===== config.mk =====
export PLATFORM = sky130hd
export DESIGN_NAME = sphere_grid_neighbor_enumerator
export DESIGN_NICKNAME = d
export VERILOG_FILES = /design/src/design/sgne_pkg.sv /design/src/design/sgne_ctrl.sv /design/src/design/sgne_datapath.sv /design/src/design/sphere_grid_neighbor_enumerator.sv
export SDC_FILE = /design/constraint.sdc
export NUM_CORES = 1
export LEC_CHECK = 0
export ABC_AREA = 1
export ABC_CLOCK_PERIOD_IN_PS = 4600
export BUFFER_PORTS_ARGS = -buffer_cell sky130_fd_sc_hd__buf_2
export CORE_ASPECT_RATIO = 1.1
export CORE_UTILIZATION = 26
export CTS_CLUSTER_DIAMETER = 100
export CTS_CLUSTER_SIZE = 40
export DETAILED_ROUTE_END_ITERATION = 16
export GPL_TIMING_DRIVEN = 0
export PLACE_DENSITY_LB_ADDON = 0.25
export SLEW_MARGIN = 20
export SYNTH_ARGS = -nofsm -noshare
export SYNTH_HDL_FRONTEND = slang
export SYNTH_SLANG_ARGS = --single-unit

===== constraint.sdc =====
create_clock -name clk -period 4.6 [get_ports clk]
set_input_delay 0.92 -clock clk [delete_from_list [all_inputs] [get_ports clk]]
set_output_delay 0.92 -clock clk [all_outputs]
set_load 0.03 [all_outputs]

===== src/design/sgne_pkg.sv =====
// ----------------------------------------------------------------------------
// sgne_pkg
// Shared types and constants for the sphere grid neighbor enumerator.
// ----------------------------------------------------------------------------
`default_nettype none

package sgne_pkg;

  localparam int ROW_W         = 10;
  localparam int COL_W         = 11;
  localparam int LOG_W         = 4;
  localparam int CFG_W         = 11;
  localparam int MAX_ROWS      = 1024;
  localparam int MAX_LOG_COLS  = 11;
  localparam int MAX_NEIGHBORS = 64;
  localparam int CNT_W         = $clog2(MAX_NEIGHBORS);
  localparam int POS_W         = COL_W + 2;

  localparam logic [CFG_W-1:0] ROW_COUNT_RESET = CFG_W'(64);

  // Signed column position before wrapping into the target row.
  typedef logic signed [POS_W-1:0] pos_t;

  // Emission phase; the encoding is the neighbor_side code.
  typedef enum logic [1:0] {
    PH_LEFT  = 2'd0,
    PH_ABOVE = 2'd1,
    PH_RIGHT = 2'd2,
    PH_BELOW = 2'd3
  } phase_t;

  typedef enum logic [2:0] {
    ST_IDLE,
    ST_RANGE,
    ST_COUNT,
    ST_LEFT,
    ST_ABOVE,
    ST_RIGHT,
    ST_BELOW
  } state_t;

  // Controller to datapath.
  typedef struct packed {
    logic   capture;
    logic   range;
    logic   count;
    logic   emit;
    phase_t phase;
  } cmd_t;

  // Datapath to controller.
  typedef struct packed {
    logic outside;
    logic top;
    logic bottom;
    logic above_end;
    logic last;
  } status_t;

endpackage

`default_nettype wire


===== src/design/sgne_ctrl.sv =====
// ----------------------------------------------------------------------------
// sgne_ctrl
// Sequencer: setup steps, then one emission phase after another.
// ----------------------------------------------------------------------------
`default_nettype none

module sgne_ctrl (
  input  wire                clk,
  input  wire                rst,
  input  wire                start,
  input  sgne_pkg::status_t  status,
  output logic               busy,
  output sgne_pkg::cmd_t     cmd
);

  sgne_pkg::state_t state;
  sgne_pkg::state_t state_next;

  always_ff @(posedge clk) begin
    if (rst) begin
      state <= sgne_pkg::ST_IDLE;
    end else begin
      state <= state_next;
    end
  end

  always_comb begin
    state_next = state;
    case (state)
      sgne_pkg::ST_IDLE: begin
        if (start) state_next = sgne_pkg::ST_RANGE;
      end
      sgne_pkg::ST_RANGE: begin
        state_next = sgne_pkg::ST_COUNT;
      end
      sgne_pkg::ST_COUNT: begin
        // Pick the first phase that has entries.
        if (status.outside)     state_next = sgne_pkg::ST_IDLE;
        else if (status.top)    state_next = sgne_pkg::ST_BELOW;
        else if (status.bottom) state_next = sgne_pkg::ST_ABOVE;
        else                    state_next = sgne_pkg::ST_LEFT;
      end
      sgne_pkg::ST_LEFT: begin
        state_next = status.last ? sgne_pkg::ST_IDLE : sgne_pkg::ST_ABOVE;
      end
      sgne_pkg::ST_ABOVE: begin
        if (status.last)           state_next = sgne_pkg::ST_IDLE;
        else if (status.above_end) state_next = sgne_pkg::ST_RIGHT;
      end
      sgne_pkg::ST_RIGHT: begin
        state_next = status.last ? sgne_pkg::ST_IDLE : sgne_pkg::ST_BELOW;
      end
      sgne_pkg::ST_BELOW: begin
        if (status.last) state_next = sgne_pkg::ST_IDLE;
      end
      default: begin
        state_next = sgne_pkg::ST_IDLE;
      end
    endcase
  end

  always_comb begin
    busy        = (state != sgne_pkg::ST_IDLE);
    cmd.capture = 1'b0;
    cmd.range   = 1'b0;
    cmd.count   = 1'b0;
    cmd.emit    = 1'b0;
    cmd.phase   = sgne_pkg::PH_LEFT;
    case (state)
      sgne_pkg::ST_IDLE:  cmd.capture = start;
      sgne_pkg::ST_RANGE: cmd.range = 1'b1;
      sgne_pkg::ST_COUNT: cmd.count = 1'b1;
      sgne_pkg::ST_LEFT: begin
        cmd.emit  = 1'b1;
        cmd.phase = sgne_pkg::PH_LEFT;
      end
      sgne_pkg::ST_ABOVE: begin
        cmd.emit  = 1'b1;
        cmd.phase = sgne_pkg::PH_ABOVE;
      end
      sgne_pkg::ST_RIGHT: begin
        cmd.emit  = 1'b1;
        cmd.phase = sgne_pkg::PH_RIGHT;
      end
      sgne_pkg::ST_BELOW: begin
        cmd.emit  = 1'b1;
        cmd.phase = sgne_pkg::PH_BELOW;
      end
      default: begin
        cmd.emit = 1'b0;
      end
    endcase
  end

endmodule

`default_nettype wire


===== src/design/sgne_datapath.sv =====
// ----------------------------------------------------------------------------
// sgne_datapath
// Cell registers, range computation, list length and the emission cursor.
// ----------------------------------------------------------------------------
`default_nettype none

module sgne_datapath (
  input  wire                                 clk,
  input  wire                                 rst,
  input  sgne_pkg::cmd_t                      cmd,
  input  wire [sgne_pkg::CFG_W-1:0]           row_count,
  input  wire [sgne_pkg::ROW_W-1:0]           row_index,
  input  wire [sgne_pkg::COL_W-1:0]           col_index,
  input  wire [sgne_pkg::LOG_W-1:0]           above_size_log2,
  input  wire [sgne_pkg::LOG_W-1:0]           here_size_log2,
  input  wire [sgne_pkg::LOG_W-1:0]           below_size_log2,
  output sgne_pkg::status_t                   status,
  output logic                                neighbor_valid,
  output logic [sgne_pkg::ROW_W-1:0]          neighbor_row,
  output logic [sgne_pkg::COL_W-1:0]          neighbor_col,
  output logic [1:0]                          neighbor_side,
  output logic                                last_one,
  output logic                                truncated
);

  localparam int SPAN_W = sgne_pkg::POS_W + 1;

  typedef struct packed {
    sgne_pkg::pos_t from;
    sgne_pkg::pos_t to;
  } range_t;

  function automatic logic [sgne_pkg::LOG_W-1:0] sat_log(
    input logic [sgne_pkg::LOG_W-1:0] lg
  );
    logic [sgne_pkg::LOG_W-1:0] lim;
    lim = sgne_pkg::LOG_W'(sgne_pkg::MAX_LOG_COLS);
    return (lg > lim) ? lim : lg;
  endfunction

  function automatic logic [sgne_pkg::COL_W-1:0] col_mask(
    input logic [sgne_pkg::LOG_W-1:0] lg
  );
    return ~({sgne_pkg::COL_W{1'b1}} << lg);
  endfunction

  // Map a column of a row of size 2^src onto the matching span of a row of
  // size 2^tgt; on a shrink an exact half boundary takes both neighbors.
  function automatic range_t row_range(
    input logic [sgne_pkg::LOG_W-1:0] src,
    input logic [sgne_pkg::LOG_W-1:0] tgt,
    input logic [sgne_pkg::COL_W-1:0] c
  );
    logic [sgne_pkg::LOG_W-1:0] d;
    logic [sgne_pkg::COL_W:0]   half;
    logic [sgne_pkg::COL_W:0]   sum;
    logic [sgne_pkg::COL_W:0]   base;
    range_t                     rr;
    d    = '0;
    half = '0;
    sum  = '0;
    base = '0;
    if (tgt < src) begin
      d    = src - tgt;
      half = (sgne_pkg::COL_W+1)'(1) << (d - sgne_pkg::LOG_W'(1));
      if ((c & col_mask(d)) == half[sgne_pkg::COL_W-1:0]) begin
        rr.from = $signed({2'b00, c >> d});
        rr.to   = rr.from + sgne_pkg::POS_W'(1);
      end else begin
        sum     = {1'b0, c} + half;
        rr.from = $signed({1'b0, sum >> d});
        rr.to   = rr.from;
      end
    end else if (tgt > src) begin
      d       = tgt - src;
      half    = (sgne_pkg::COL_W+1)'(1) << (d - sgne_pkg::LOG_W'(1));
      base    = {1'b0, c} << d;
      rr.from = $signed({1'b0, base}) - $signed({1'b0, half});
      rr.to   = $signed({1'b0, base}) + $signed({1'b0, half});
    end else begin
      rr.from = $signed({2'b00, c}) - sgne_pkg::POS_W'(1);
      rr.to   = $signed({2'b00, c}) + sgne_pkg::POS_W'(1);
    end
    return rr;
  endfunction

  function automatic logic signed [SPAN_W-1:0] span(
    input sgne_pkg::pos_t from,
    input sgne_pkg::pos_t to
  );
    return $signed({to[sgne_pkg::POS_W-1], to}) -
           $signed({from[sgne_pkg::POS_W-1], from}) + SPAN_W'(1);
  endfunction

  // Cell registers.
  logic [sgne_pkg::ROW_W-1:0] r;
  logic [sgne_pkg::COL_W-1:0] c;
  logic [sgne_pkg::LOG_W-1:0] la;
  logic [sgne_pkg::LOG_W-1:0] lh;
  logic [sgne_pkg::LOG_W-1:0] lb;

  // Range registers.
  logic           outside;
  logic           top;
  logic           bottom;
  sgne_pkg::pos_t afrom;
  sgne_pkg::pos_t ato;
  sgne_pkg::pos_t bfrom;
  sgne_pkg::pos_t bto;

  // Emission registers.
  logic [sgne_pkg::CNT_W-1:0] last_idx;
  logic                       trunc;
  logic [sgne_pkg::CNT_W-1:0] emit_cnt;
  sgne_pkg::pos_t             cursor;

  logic [sgne_pkg::LOG_W-1:0]  lh_in;
  logic [sgne_pkg::CFG_W-1:0]  nrows;
  range_t                      ra;
  range_t                      rb;
  logic signed [SPAN_W-1:0]    total;
  logic                        total_trunc;
  logic [sgne_pkg::COL_W-1:0]  emit_col;
  logic [sgne_pkg::ROW_W-1:0]  emit_row;

  assign lh_in = sat_log(here_size_log2);

  always_comb begin
    nrows = row_count;
    if (row_count < sgne_pkg::CFG_W'(3)) begin
      nrows = sgne_pkg::CFG_W'(3);
    end else if (row_count > sgne_pkg::CFG_W'(sgne_pkg::MAX_ROWS)) begin
      nrows = sgne_pkg::CFG_W'(sgne_pkg::MAX_ROWS);
    end
    ra = row_range(lh, la, c);
    rb = row_range(lh, lb, c);
  end

  always_comb begin
    total = span(afrom, ato) + span(bfrom, bto);
    if (!top && !bottom) begin
      total = total + SPAN_W'(2);
    end
    total_trunc = (total > SPAN_W'(sgne_pkg::MAX_NEIGHBORS));
  end

  always_comb begin
    emit_row = r;
    emit_col = c;
    case (cmd.phase)
      sgne_pkg::PH_LEFT:  emit_col = (c - sgne_pkg::COL_W'(1)) & col_mask(lh);
      sgne_pkg::PH_RIGHT: emit_col = (c + sgne_pkg::COL_W'(1)) & col_mask(lh);
      sgne_pkg::PH_ABOVE: begin
        emit_row = r - sgne_pkg::ROW_W'(1);
        emit_col = cursor[sgne_pkg::COL_W-1:0] & col_mask(la);
      end
      sgne_pkg::PH_BELOW: begin
        emit_row = r + sgne_pkg::ROW_W'(1);
        emit_col = cursor[sgne_pkg::COL_W-1:0] & col_mask(lb);
      end
      default: emit_col = c;
    endcase
  end

  // Capture the cell; wrap the column into its own row at once.
  always_ff @(posedge clk) begin
    if (cmd.capture) begin
      r  <= row_index;
      c  <= col_index & col_mask(lh_in);
      la <= sat_log(above_size_log2);
      lh <= lh_in;
      lb <= sat_log(below_size_log2);
    end
  end

  always_ff @(posedge clk) begin
    if (cmd.range) begin
      outside <= ({1'b0, r} >= nrows);
      top     <= (r == '0);
      bottom  <= ({1'b0, r} == nrows - sgne_pkg::CFG_W'(1));
      if (r == '0) begin
        afrom <= '0;
        ato   <= '1;
        bfrom <= '0;
        bto   <= sgne_pkg::POS_W'(1) << lb;
      end else if ({1'b0, r} == nrows - sgne_pkg::CFG_W'(1)) begin
        afrom <= '0;
        ato   <= sgne_pkg::POS_W'(1) << la;
        bfrom <= '0;
        bto   <= '1;
      end else begin
        afrom <= ra.from;
        ato   <= ra.to;
        bfrom <= rb.from;
        bto   <= rb.to;
      end
    end
  end

  always_ff @(posedge clk) begin
    if (cmd.count) begin
      trunc    <= total_trunc;
      last_idx <= total_trunc ? {sgne_pkg::CNT_W{1'b1}}
                              : total[sgne_pkg::CNT_W-1:0] - sgne_pkg::CNT_W'(1);
      emit_cnt <= '0;
      cursor   <= top ? bto : afrom;
    end else if (cmd.emit) begin
      emit_cnt <= emit_cnt + sgne_pkg::CNT_W'(1);
      if (cmd.phase == sgne_pkg::PH_ABOVE) begin
        // Hand over to the below range after the last above entry.
        cursor <= (cursor == ato) ? bto : cursor + sgne_pkg::POS_W'(1);
      end else if (cmd.phase == sgne_pkg::PH_BELOW) begin
        cursor <= cursor - sgne_pkg::POS_W'(1);
      end
    end
  end

  always_ff @(posedge clk) begin
    if (rst) begin
      neighbor_valid <= 1'b0;
    end else begin
      neighbor_valid <= cmd.emit;
    end
  end

  always_ff @(posedge clk) begin
    if (cmd.emit) begin
      neighbor_row  <= emit_row;
      neighbor_col  <= emit_col;
      neighbor_side <= cmd.phase;
      last_one      <= (emit_cnt == last_idx);
      truncated     <= trunc;
    end
  end

  assign status.outside   = outside;
  assign status.top       = top;
  assign status.bottom    = bottom;
  assign status.above_end = (cursor == ato);
  assign status.last      = (emit_cnt == last_idx);

endmodule

`default_nettype wire


===== src/design/sphere_grid_neighbor_enumerator.sv =====
// ----------------------------------------------------------------------------
// sphere_grid_neighbor_enumerator
// Lists the neighbors of one cell of a latitude-row grid with power-of-two
// row sizes.
// ----------------------------------------------------------------------------
// Usage:
//   Command channel: drive the cell fields and raise start; the cell transfers
//   at a rising edge with start high and busy low. busy stays high while the
//   cell is being worked on.
//   Result channel: each neighbor shows on the neighbor_* ports for exactly
//   one cycle with neighbor_valid high; the receiver cannot stall, so every
//   strobe is a transfer. Order: left, above-row range ascending, right,
//   below-row range descending. last_one marks the final entry; truncated is
//   set on every entry of a list cut at 64 entries.
//   Timing: setup steps (range, then list length) follow the transfer, then
//   one neighbor is emitted per cycle from the emission cursor. A row
//   outside the grid yields nothing.
//   Configuration: row_count is written through row_count_we/row_count_data;
//   the user must write it only while busy is low; the block does not
//   enforce this. Reset sets it to 64 and returns the sequencer to idle.
// ----------------------------------------------------------------------------
`default_nettype none

module sphere_grid_neighbor_enumerator (
  input  wire                          clk,
  input  wire                          rst,
  input  wire                          start,
  output logic                         busy,
  input  wire [sgne_pkg::ROW_W-1:0]    row_index,
  input  wire [sgne_pkg::COL_W-1:0]    col_index,
  input  wire [sgne_pkg::LOG_W-1:0]    above_size_log2,
  input  wire [sgne_pkg::LOG_W-1:0]    here_size_log2,
  input  wire [sgne_pkg::LOG_W-1:0]    below_size_log2,
  input  wire                          row_count_we,
  input  wire [sgne_pkg::CFG_W-1:0]    row_count_data,
  output logic                         neighbor_valid,
  output logic [sgne_pkg::ROW_W-1:0]   neighbor_row,
  output logic [sgne_pkg::COL_W-1:0]   neighbor_col,
  output logic [1:0]                   neighbor_side,
  output logic                         last_one,
  output logic                         truncated
);

  // Grid height register; clamped to the legal range where it is used.
  logic [sgne_pkg::CFG_W-1:0] row_count;

  sgne_pkg::cmd_t    cmd;
  sgne_pkg::status_t status;

  always_ff @(posedge clk) begin
    if (rst) begin
      row_count <= sgne_pkg::ROW_COUNT_RESET;
    end else if (row_count_we) begin
      row_count <= row_count_data;
    end
  end

  // Sequencer: walks setup, then the left/above/right/below phases.
  sgne_ctrl u_ctrl (
    .clk    (clk),
    .rst    (rst),
    .start  (start),
    .status (status),
    .busy   (busy),
    .cmd    (cmd)
  );

  // Datapath: ranges, list length, cursor and the result register.
  sgne_datapath u_datapath (
    .clk             (clk),
    .rst             (rst),
    .cmd             (cmd),
    .row_count       (row_count),
    .row_index       (row_index),
    .col_index       (col_index),
    .above_size_log2 (above_size_log2),
    .here_size_log2  (here_size_log2),
    .below_size_log2 (below_size_log2),
    .status          (status),
    .neighbor_valid  (neighbor_valid),
    .neighbor_row    (neighbor_row),
    .neighbor_col    (neighbor_col),
    .neighbor_side   (neighbor_side),
    .last_one        (last_one),
    .truncated       (truncated)
  );

endmodule

`default_nettype wire


[After elaboration in Yosys (flattened, before gate mapping)]
Index checks and enable logic that the tools add are counted.
Word-level totals
  output and inout port bits: 27
  input bits: 48
  ROM bits: 0
  memories kept: 0
  bits in latches: 0
  bits in registers: 154
  bits in writable memories: 0
Cells by class
  bitwise operators: 13
  reductions and logical operators: 13
  shift operators: 18
  $lt $le $gt $ge: 11
  muxes and demuxes: 36
  multiply operators: 0
  equality and inequality tests: 17
  add/subtract/negate cells: 33
  divide/modulo/power cells: 0
Operator list (count)
  $mux 13: 9
  $mux 26: 4
  $and 11x11->11: 7
  $not 11->11: 6
  $shl 11x4->11 const A: 6
  $mux 25: 2
  $shl 1x4->12 const A: 4
  $pmux 11 s4: 1
  $add 11x1->12 const B: 3
  $add 14x2->14 const B: 2
  $sub 13x13->14: 2
  $mux 3: 9
  $add 12x12->13: 2
  $shl 1x4->13 const A: 2
  $sub 12x12->13: 2
  $add 11x12->12: 2
  $shl 11x4->12: 2
  $shr 12x4->12: 2
  $eq 11x11->1: 2
  $mux 11: 2
  $shr 11x4->11: 2
  $sub 11x1->11 const B: 2
  $pmux 3 s7: 1
  $pmux 10 s2: 1
  other kinds (45): 64

[Logic depth before layout (Yosys ltp)]
  depth after elaboration: 9
  gate-level depth with buffers: 31
  depth with buffers taken out: 30

[Hierarchy]
Synthesis repeated with hierarchy kept, for this count alone.
Second synthesis, totals
  cells, all modules: 3207
  area total of the unflattened synthesis: 20135.6 um2
Modules (own cells, without submodules)
  sgne_datapath: area each 19394.9 um2, times used 1, cells each 3086, sequential area each 4134.0 um2
  sphere_grid_neighbor_enumerator: area each 455.4 um2, times used 1, cells each 69, sequential area each 220.2 um2
  sgne_ctrl: area each 285.3 um2, times used 1, cells each 52, sequential area each 60.1 um2

[Worst setup path before layout]
Ideal clock, no wire load.
  path kind: reg2reg
  start point: register u_datapath.lb[2] (netlist bit)
  end point: register u_datapath.bto[9] (data pin)
  path buffers: 3
  path slack: 135 ps
  data arrival time: 4212 ps
  cell stages (with the launch flop): 28
  setup time: 253 ps
  period minus slack after synthesis: 4465 ps
  cell sequence: edfxtp_1 > clkbuf_1 > inv_1 > ha_1 > buf_4 > nand2_1 > o21a_1 > or2_2 > nand2_1 > clkinv_1 > clkbuf_1 > nor3_1 > ha_1 > nor2_1 > nand2_1 > nand2_1 > nand2_1 > nand2_1 > a21oi_1 > o21ai_0 > nand2_1 > nand2_1 > nand2_1 > nand2_1 > o21ai_0 > nand3b_1 > nand2_1 > nand2_1
Between the ends
  longest elaborated chain between the ends: 9
  elaborated cells between the ends (all ways): 24
  classes of those cells: add/sub: 7; order compare: 2; eq/ne: 1; shift: 7; mux: 5; bitwise: 2
Ends and longest elaborated chain
  start, declared: line sgne_datapath.sv:100  | logic [sgne_pkg::LOG_W-1:0] lb;
  start signal, assigned: line sgne_datapath.sv:172  | lb <= sat_log(below_size_log2);
  $sub 4x4->4: line sgne_datapath.sv:64  | d = src - tgt;
  $sub 4x1->4 / $shl 11x4->11 (equally long branches): line sgne_datapath.sv:65, sgne_datapath.sv:44
  $shl 1x4->12 / $not 11->11 (equally long branches): line sgne_datapath.sv:65, sgne_datapath.sv:44
  $add 11x12->12 / $and 11x11->11 (equally long branches): line sgne_datapath.sv:70, sgne_datapath.sv:66
  $shr 12x4->12 / $eq 11x11->1 (equally long branches): line sgne_datapath.sv:71, sgne_datapath.sv:66
  $mux 25: line sgne_datapath.sv:66  | if ((c & col_mask(d)) == half[sgne_pkg::COL_W-1:0]) begin
  $mux 26: line sgne_datapath.sv:63  | if (tgt < src) begin
  $mux 13: line sgne_datapath.sv:186  | end else if ({1'b0, r} == nrows - sgne_pkg::CFG_W'(1)) begin
  $mux 13 (*): line sgne_datapath.sv:181  | if (r == '0) begin
  end signal, assigned: line sgne_datapath.sv:185  | bto <= sgne_pkg::POS_W'(1) << lb;
  end signal, assigned: line sgne_datapath.sv:195  | bto <= rb.to;
  end, declared: line sgne_datapath.sv:109  | sgne_pkg::pos_t bto;
Mark *: on every way between the ends. The rest lies on a longest branch, timed or not.
A chain may end at the register's enable or synchronous reset.

[Final worst setup path]
  start point: register u_datapath.la[0] (netlist bit)
  end point: register u_datapath.ato[8] (data pin)
Between the ends
  longest elaborated chain between the ends: 8
  elaborated cells between the ends (all ways): 23
  classes of those cells: add/sub: 7; order compare: 2; eq/ne: 1; shift: 7; mux: 4; bitwise: 2
Ends and longest elaborated chain
  start, declared: line sgne_datapath.sv:98  | logic [sgne_pkg::LOG_W-1:0] la;
  start signal, assigned: line sgne_datapath.sv:170  | la <= sat_log(above_size_log2);
  $sub 4x4->4: line sgne_datapath.sv:64
  $sub 4x1->4 / $shl 11x4->11 (equally long branches): line sgne_datapath.sv:65, sgne_datapath.sv:44
  $shl 1x4->12 / $not 11->11 (equally long branches): line sgne_datapath.sv:65, sgne_datapath.sv:44
  $add 11x12->12 / $and 11x11->11 (equally long branches): line sgne_datapath.sv:70, sgne_datapath.sv:66
  $shr 12x4->12 / $eq 11x11->1 (equally long branches): line sgne_datapath.sv:71, sgne_datapath.sv:66
  $mux 25: line sgne_datapath.sv:66
  $mux 26: line sgne_datapath.sv:63
  $mux 13 (*): line sgne_datapath.sv:186
  end signal, assigned: line sgne_datapath.sv:188  | ato <= sgne_pkg::POS_W'(1) << la;
  end signal, assigned: line sgne_datapath.sv:193  | ato <= ra.to;
  end, declared: line sgne_datapath.sv:107  | sgne_pkg::pos_t ato;
Marks and branches as above.

==> results.md <==
* Die area at 77740 um2
* HPWL after DPL at ~64000 um
* Worst-Skew Late Latency at 450 ps
* Syn Inst Count at 3142
* Core area at 75860 um2
* Area delta synth->final at 18.38%
* Critical Path Fanout Max at 5
* Max Fclk at 218.6 MHz
* Routed via count at 21.25k
* Most frequent cells in the layout: nand2_1 (817), inv_1 (387), nor2_1 (324), nand3_1 (276), o21ai_0 (167)
* FFs w/ async S/R, synth at 0%
* WP data arrival at 4880 ps
* Die H at 292.3 um
* RR Startpoint: u_datapath.la[0]
* Cell Rows at approximately 110
* DR iter-0 viols at 1731
* Syn Area/Cell at 6.341 um2
* Sequential element share of the synthesized area at 22.16%
* 1st-pass router iterations at 6
* Netlist cell types at 62
* DR vias/cell at 4.938
* Final #Nets at about 3.5k
* H-tree depth at 4
* Tmin final at 4574 ps
* RSZ-0062 raised after global routing: yes
* Fin. Hold Viols at 0
* Die Span X at between 200 and 300 um
* Rel. slew slack at 36.63%
* Hold Path Stages at 0
* Worst Setup Path Type: register to register
* CTS tree: yes
* Number of synthesized register bits at roughly 150
* Synthesized area at 19920 um2
* Initial antenna violation count at 1
* Max cap viols at 0
* Top_reg_cell synth: edfxtp_1
* Post-CTS Hold Buffers at 0
* Crit path capture type: register
* Hold_sp: u_datapath.trunc
* Io pins at 75
* Final setup viols at 0
* Largest net degree at the start of global routing at 29
* Post-Syn Nets at 3374
* Vias in the first global route at 20.26k
* Yosys warns at 0
* Global Route Usage Sum at around a fifth
* TritonCTS Buffers at 17
* Worst-path clk slew at around 70 ps
* Routed WL at approximately 78000 um
* Worst flop-to-flop path endpoint: u_datapath.ato[8]
* Worst reg2reg setup slack at 30 ps
* Drt drc at 0
* Placer Congestion at 0.9708
* Commonest non-fill, non-tap cell in the layout: nand2_1
* Post-DRT Antenna Nets at 0
* IO Port Bufs at around 70
* First-pass GRT wire length at 117500 um
* Outcome: finished clean
* Setup Skew at 12.66 ps
* Clk root buf: clkbuf_16
* Number of enable flip-flop cells after synthesis at 133
* Slew at the pin closest to its max-slew limit at 950.5 ps
* Clock Path Buffers at 2
* ANT cells at 0
* Reg2reg path depth at 23
* GR Overflow Total at 0
* Hold Path Class: register to register
* Final Cycle Share at 99.43%
* Fraction of layout cells with a size suffix above 1 at 14.03%
* Worst setup SP type: register
* Slew Viols, Final at 0
* Worst Path Required at 4900 ps
* Initial core utilization at 26.26%
* WL per Instance at 18.03 um
* Worst hold endpoint: u_datapath.truncated
* Utilization after layout at between 30% and 40%
* Clock sink count at approximately 150
worst max-delay path by stage:
stage | from | endpoint | slack, ps
6_report | u_datapath.la[0] | u_datapath.ato[8] | 30
5_1_grt | u_datapath.lh[0] | u_datapath.ato[10] | -70
4_1_cts | u_datapath.lb[2] | u_datapath.bto[9] | -3
3_5_place_dp | u_datapath.lb[2] | u_datapath.bto[8] | -1430
3_3_place_gp | u_datapath.lb[2] | u_datapath.bto[8] | -1500
2_1_floorplan | u_datapath.lb[2] | u_datapath.bto[9] | 130
critical path, stage by stage (launching register included):
cell and delay, ps:
edfxtp_1 450, buf_4 170, ha_4 140, inv_2 110
fa_2 580, nor2_4 190, inv_1 110, nor2_2 180
inv_1 80, nor2_1 260, ha_4 270, nand2_1 170
nor2_1 90, o21ai_0 160, nand4_1 170, nand3_1 180
nand2_1 70, nand2_1 100, nand4_1 250, o21ai_2 230
nand2_1 120, nand2_2 140, nand2_1 80, nand2_1 90
cells by family after synthesis:
| logic type | count (synthesis) | share of synthesized area [%] |
|---|---|---|
| AND/OR/NAND/NOR | 1667 | 35.44 |
| adder cells (fa/ha/maj) | 184 | 12.99 |
| AO/OA/AOI/OAI | 506 | 14.31 |
| flip-flops | 154 | 22.16 |
| XOR/XNOR | 100 | 4.396 |
| buffers and inverters | 531 | 10.71 |
sequential cells by signal (all words and copies together) (netlist names), 4 cells and up:
signal and flops:
u_datapath.afrom 13, u_datapath.last_idx 6, u_datapath.lb 4, u_datapath.lh 4, u_datapath.la 4, u_datapath.neighbor_row 10
row_count 11, u_datapath.r 10, u_datapath.emit_cnt 6, u_datapath.bto 13, u_datapath.ato 13, u_datapath.neighbor_col 11
u_datapath.bfrom 13, u_datapath.c 11, u_datapath.cursor 13
through the flow:
step / instance area [um2] / setup slack, ps / hold slack, ps / instances / setup TNS (ps)
5_1_grt: 23580 / -73.45 / 429.6 / 4304 / -497.2
6_report: 23580 / 26.32 / 420.6 / 4304 / 0
2_1_floorplan: 19920 / 134.6 / 400.3 / 3142 / 0
3_5_place_dp: 21650 / -1427 / 405.2 / 4243 / -36210
3_3_place_gp: 21570 / -1501 / 401.5 / 4240 / -37800
4_1_cts: 22750 / -3.363 / 422.5 / 4278 / -3.363
routing by layer:
layer / GRT usage, % / vias to the layer above / wire length, um
met5: 0 / - / 0
met4: 6.013 / 0 / 2225
met3: 1.984 / 110 / 4216
met2: 33.63 / 646 / 37110
met1: 25.68 / 9872 / 34030
li1: - / 10630 / -
final cells by class:
class	instances	area, um2
Clock inverter	15	172.7
Buffer	105	664.4
Timing Repair Buffer	117	743.2
Multi-Input combinational cell	2457	14320
Fill cell	8577	52280
Tap cell	1026	1284
Sequential cell	154	4414
Inverter	413	1562
Clock buffer	17	425.4
cells in the mapped netlist, types with 6 or more instances:
cell type    n  area (um2)
o211ai_1    14       105.1
o22ai_1     15       93.84
buf_1        6       22.52
o31ai_1      7       52.55
ha_1       146        1827
nor2_2      10       62.56
or2_2       13       81.33
nand4_1     58       362.9
clkbuf_1    67       251.5
buf_4       15       112.6
buf_2       24       120.1
nand3b_1    12       90.09
xor2_1      71       621.9
fa_1        38       760.7
nand2_2      6       37.54
nand2_1    841        3157
a31oi_1     10       62.56
nor2_1     364        1366
nand3_1    288        1441
clkinv_1     9       33.78
nor3_1      48       240.2
o21ai_0    206        1031
o221ai_1     6       52.55
a211oi_1    13       97.59
edfxtp_1   133        3994
a21boi_0     6       45.04
inv_1      399        1498
a22oi_1     11       82.58
dfxtp_1     21       420.4
xnor2_1     29       254.0
nor4_1       8       50.05
a21oi_1    176       880.8
what timing repair did:
action | CTS | global route
endpoints found under the hold margin | 0 | 0
setup endpoints to repair | 59 | 58
resized for setup | 154 | 201
pin swaps | 11 | 53
buffers inserted | 16 | 26
gates cloned | 0 | 0
Power is left out: the tool's default activity adds up to more than one toggle a clock period on the data nets, which glitch-free logic cannot reach.
